===== config.mk =====
export PLATFORM = sky130hd
export DESIGN_NAME = drti_ctrl
export DESIGN_NICKNAME = d
export VERILOG_FILES = /design/src/sv/drti_pkg.sv /design/src/sv/drti_ctrl.sv
export SDC_FILE = /design/constraint.sdc
export NUM_CORES = 1
export LEC_CHECK = 0
export CELL_PAD_IN_SITES_DETAIL_PLACEMENT = 1
export CELL_PAD_IN_SITES_GLOBAL_PLACEMENT = 2
export CORE_AREA = 8 8 45 47
export CTS_CLUSTER_SIZE = 28
export DETAILED_ROUTE_END_ITERATION = 16
export DIE_AREA = 0 0 53 55
export DONT_BUFFER_PORTS = 1
export PLACE_DENSITY = 0.32
export SLEW_MARGIN = 20
export SYNTH_ARGS = -nofsm -noshare
export SYNTH_HDL_FRONTEND = slang
export SYNTH_SLANG_ARGS = --single-unit

===== constraint.sdc =====
create_clock -name clk_i -period 2.5 [get_ports clk_i]
set_input_delay 0.25 -clock clk_i [delete_from_list [all_inputs] [get_ports clk_i]]
set_output_delay 0.25 -clock clk_i [all_outputs]
set_load 0.005 [all_outputs]

===== src/sv/drti_pkg.sv =====
// drti_pkg: shared constants, codes and control structs for the record table insert block
// used by drti_ctrl, drti_dp and dedup_record_table_insert; no dependencies
package drti_pkg;

  localparam int unsigned CAPACITY = 256;
  localparam int unsigned ADDR_W   = $clog2(CAPACITY);
  localparam int unsigned CNT_W    = ADDR_W + 1;

  localparam int unsigned WORD_W   = 32;
  localparam int unsigned REC_W    = 3 * WORD_W;

  localparam int unsigned STATUS_W = 2;
  localparam int unsigned SLOT_W   = 8;
  localparam int unsigned COUNT_W  = 8;
  localparam int unsigned FILL_W   = 9;
  localparam int unsigned RES_W    = STATUS_W + SLOT_W + COUNT_W + FILL_W;
  localparam int unsigned RES_BYTES_W = ((RES_W + 7) / 8) * 8;

  typedef enum logic [STATUS_W-1:0] {
    STS_ADDED   = 2'd0,
    STS_PRESENT = 2'd1,
    STS_FULL    = 2'd2
  } result_e;

  typedef enum logic [1:0] {
    ST_IDLE,
    ST_SEARCH,
    ST_FINISH
  } state_e;

  // controller to datapath
  typedef struct packed {
    logic start;
    logic search;
    logic commit;
  } cmd_t;

  // datapath to controller
  typedef struct packed {
    logic issue_ok;
    logic cmp_vld;
    logic match;
  } sts_t;

endpackage


===== src/sv/drti_ctrl.sv =====
// drti_ctrl: controller state machine for the record table insert block
// sequences accept, linear search and commit; depends on drti_pkg
module drti_ctrl (
  input  logic             clk_i,
  input  logic             rst_ni,
  input  logic             s_axis_tvalid,
  output logic             s_axis_tready,
  output logic             m_axis_tvalid,
  input  logic             m_axis_tready,
  output drti_pkg::cmd_t   cmd_o,
  input  drti_pkg::sts_t   sts_i
);

  drti_pkg::state_e state_q, state_d;
  logic             out_valid_q, out_valid_d;
  logic             slot_free;

  assign slot_free = !out_valid_q || m_axis_tready;

  always_comb begin
    state_d = state_q;
    unique case (state_q)
      drti_pkg::ST_IDLE: begin
        if (s_axis_tvalid) state_d = drti_pkg::ST_SEARCH;
      end
      drti_pkg::ST_SEARCH: begin
        // first hit wins; a miss is known once the read pipe has drained
        if (sts_i.match || (!sts_i.issue_ok && !sts_i.cmp_vld)) begin
          state_d = drti_pkg::ST_FINISH;
        end
      end
      drti_pkg::ST_FINISH: begin
        if (slot_free) state_d = drti_pkg::ST_IDLE;
      end
      default: state_d = drti_pkg::ST_IDLE;
    endcase
  end

  always_comb begin
    cmd_o         = '0;
    s_axis_tready = 1'b0;
    unique case (state_q)
      drti_pkg::ST_IDLE: begin
        s_axis_tready = 1'b1;
        cmd_o.start   = s_axis_tvalid;
      end
      drti_pkg::ST_SEARCH: begin
        cmd_o.search = 1'b1;
      end
      drti_pkg::ST_FINISH: begin
        cmd_o.commit = slot_free;
      end
      default: begin
        cmd_o = '0;
      end
    endcase
  end

  always_comb begin
    out_valid_d = out_valid_q;
    if (cmd_o.commit) begin
      out_valid_d = 1'b1;
    end else if (m_axis_tready) begin
      out_valid_d = 1'b0;
    end
  end

  assign m_axis_tvalid = out_valid_q;

  always_ff @(posedge clk_i or negedge rst_ni) begin
    if (!rst_ni) begin
      state_q     <= drti_pkg::ST_IDLE;
      out_valid_q <= 1'b0;
    end else begin
      state_q     <= state_d;
      out_valid_q <= out_valid_d;
    end
  end

  // a result is never loaded over one that is still waiting
  assert property (@(posedge clk_i) disable iff (!rst_ni)
    cmd_o.commit |-> (!out_valid_q || m_axis_tready))
    else $error("commit overwrote a pending result");

  // the search only ends in the finish state
  assert property (@(posedge clk_i) disable iff (!rst_ni)
    (state_q == drti_pkg::ST_SEARCH) |=>
      (state_q == drti_pkg::ST_SEARCH || state_q == drti_pkg::ST_FINISH))
    else $error("search left without finishing");

  // a waiting result stays valid until it is taken
  assert property (@(posedge clk_i) disable iff (!rst_ni)
    (m_axis_tvalid && !m_axis_tready) |=> m_axis_tvalid)
    else $error("pending result dropped");

endmodule


# Word-level counts from Yosys, hierarchy flattened
# Index checks and enable logic that the tools add are counted.
# op_classes
n_eq_ne	5
muxes	10
n_reduce_logical	9
# op_table
operator	count
$mux W1	6
$mux W2	3
$ne A2 B2 Y1 const B	3
$pmux W2 S3	1
$logic_not A1 Y1	3
$reduce_and A3 Y1	1
$eq A2 B1 Y1 const B	1
$eq A2 B2 Y1 const B	1
$logic_not A2 Y1	1
$logic_or A1 B1 Y1	2
$reduce_bool A2 Y1	1
$logic_and A1 B1 Y1	1
# word_totals
output_inout_bits	5
inputBits	7
ff_bits	3
elab_cells	26

# Depth between registers and ports, before layout
# depth
word_depth	5
mapped_depth	3
ltp_nobuf	3

# Worst setup path before layout
# No wires, ideal clock.
# synth_path
path_type	register to output
start	register state_q[0]
end	output cmd_o[0] (netlist bit)
path_slack_ns	1.472
required_ns	2.250
arrival_ns	0.778
path_stages_with_launch	4
cell_sequence	dfrtp_1 > nand2b_1 > nor2b_1 > buf_4
# synth_rtl
item	line_no	text
from (decl)	drti_ctrl.sv:14	drti_pkg::state_e state_q, state_d;
from (signal assigned)	drti_ctrl.sv:72	state_q <= drti_pkg::ST_IDLE;
from (signal assigned)	drti_ctrl.sv:75	state_q <= state_d;
to (decl)	drti_ctrl.sv:10	output drti_pkg::cmd_t cmd_o,

==> impl_metrics.tcl <==
set metrics [dict create \
    status "complete, no violations" \
    drtAntennaViolNets 0 \
    cts.sinks 3 \
    layout.nets 27 \
    num_vias 121 \
    grt-ovfl-total 0 \
    port_buffers 0 \
    power.density_mw_per_mm2 1150 \
    drt_iter0_markers 0 \
    clk_path_buf_depth 2 \
    yosys_warnings 0 \
    numCtsBuffers 3 \
    wl_um 426 \
    worstPathMaxFanout 4 \
    n_fill_cell 165 \
    syn_nets 22 \
    drt-pass1-iter-count 1 \
    ios 12 \
    cp-end-kind "output port" \
    synthTopCellsByArea "dfrtp_1, nand2b_1, nor3b_2, o21ba_2, nand2b_2" \
    clk_pin_slew_worst_paths_ns 0.04 \
    total_power_mw 0.237 \
    fin_crit_sh 0.501 \
    final-setup-viol-count 0 \
    cap_violations 0 \
    yosysUniqueCellTypes 12 \
    yosys.area.top_type "dfrtp_1" \
    syn_inst 15 \
    die_w_um 53 \
    relSlewSlack 0.853 \
    drive_gt1_frac 0.368 \
    fin_tns_setup_ns 0 \
    routedWlPerCell_um 12.2 \
    die_h_um 55 \
    grt_pass1_vias 170 \
    p_leak_nw 0.0959 \
    ys_seq_area_frac 0.476 \
    skew_ns 0.00549 \
    hold_class "in2reg" \
    clkLatencyLatePin_ns 0.23 \
    worst-setup-path-type "reg2out" \
    fp-row-count 14 \
    design.die.area_mm2 0.00292 \
    cts_root_buf "clkbuf_4" \
    track_usage 0.0361 \
    synth-seq-cells 3 \
    vdd_drop_max_v 0.000150 \
    slew_viol_final 0 \
    insertedDiodeCount 0 \
    whs_ns 0.251 \
    synth_area_per_cell_um2 10.5 \
    fin_crit_ns 1.25 \
    syn-cell-area_um2 158 \
    yosys.area.top_type_share 0.476 \
    tightest_slew_ns 0.220 \
    drc_errors 0 \
    start_util 0.114 \
    post_cts_buffers 0 \
    hpwlAfterDp_um 381 \
    cp.required_ns 2.25 \
    cts_max_level 1 \
    rsz0062_at_grt "false" \
    fmax_ghz 0.799 \
    core_mm2 0.00138 \
    gp_congestion 0.569 \
    antenna_found_initial 0 \
    hold_viol_final 0 \
    cp.arrival_ns 1.00 \
    cts_tree "yes" \
    worst_setup_path_start_kind "flop" \
    grt_pass1_wl_um 641 \
    syn_to_final_growth_pct 31.0 \
    grt_max_degree 5 \
    drt-vias-per-instance 3.46 \
]
[through the flow]
step                 util  instance area, um^2  cells  setup WS (ns)
global route        0.149                  206     35           1.14
floorplan               -                  158     15           1.47
finish              0.149                  206     35           1.25
global placement    0.123                  170     30           1.45
CTS                 0.149                  206     35           1.21
detailed placement  0.123                  170     30           1.46
[repair_timing]
item / CTS / global route
hold buffers: 1 / 0
resized for setup: 0 / 0
endpoints found under the hold margin: 3 / 0
setup endpoints to repair: 0 / 0
[cells in the mapped netlist]
library cell  number
o21ba_2            1
dfrtp_1            3
nand2_1            1
buf_4              1
a21o_1             1
inv_2              1
o22ai_1            1
nand2b_2           1
nor3b_2            1
nor2_1             1
nand2b_1           2
nor2b_1            1
[layer usage]
metal,GRT usage,vias to the layer above,share of wire,wire length [um]
li1,-,57,-,-
met1,0.0213,58,0.33,142
met2,0.0527,6,0.54,232
met3,0.0428,0,0.12,51
met4,0.0388,0,0,0
met5,0,-,0,0
[worst max-delay path, cell delays in order, from the launching register on]
cell	delay (ns)
dfrtp_1	0.40
nand2b_1	0.20
nor2b_1	0.17
[final cells by class]
type / count / area (um^2) / area share
inverter: 1 / 3.75 / 0.0182
multi-input combinational: 10 / 71.3 / 0.345
clock buffer: 4 / 26.3 / 0.127
timing repair buffer: 1 / 10.0 / 0.0485
sequential: 3 / 75.1 / 0.364
tap: 16 / 20.0 / 0.0970
[report_power, final]
part,switching (mW),total [mW],internal [mW]
Clock,0.0247,0.0844,0.0598
Sequential,0.0189,0.0879,0.0690
Combinational,0.0359,0.0645,0.0286
Total,0.0795,0.237,0.157
[final timing paths]
| path | startpoint | to | slack [ns] | depth (start not counted) |
|---|---|---|---|---|
| min in group asynchronous | rst_ni | m_axis_tvalid$_DFFE_PN0P_ | 0.27 | 1 |
| hold / removal | m_axis_tready | m_axis_tvalid$_DFFE_PN0P_ | 0.25 | 2 |
| max in group asynchronous | rst_ni | state_q[0]$_DFFE_PN0P_ | 2.07 | 1 |
| hold reg to reg | m_axis_tvalid$_DFFE_PN0P_ | m_axis_tvalid$_DFFE_PN0P_ | 0.56 | 2 |
| setup / recovery | state_q[0]$_DFFE_PN0P_ | cmd_o[0] | 1.25 | 2 |
| setup reg to reg | state_q[1]$_DFFE_PN0P_ | state_q[0]$_DFFE_PN0P_ | 1.66 | 3 |
[placed cells by master, fill, tap and decap left out]
master	count
nand2b_2	1
clkbuf_4	3
clkbuf_1	1
dfrtp_1	3
nor2_1	1
a21o_1	1
nand2b_1	2
dlygate4sd3_1	1
nor2b_1	1
nand2_1	1
o22ai_1	1
nor3b_2	1
o21ba_2	1
inv_2	1
[sequential cells by signal, summed over array words and instances (netlist names)]
signal         cells
state_q            2
m_axis_tvalid      1
[kinds of logic (layout without fill, tap and decap cells)]
| family | count (synthesis) | in the layout | share of synthesized area |
|---|---|---|---|
| AOI/OAI and AO/OA | 3 | 3 | 0.151 |
| buffers and inverters | 2 | 6 | 0.0714 |
| DFF | 3 | 3 | 0.476 |
| and+or+nand+nor | 7 | 7 | 0.302 |
(Power assumes the default switching activity.)
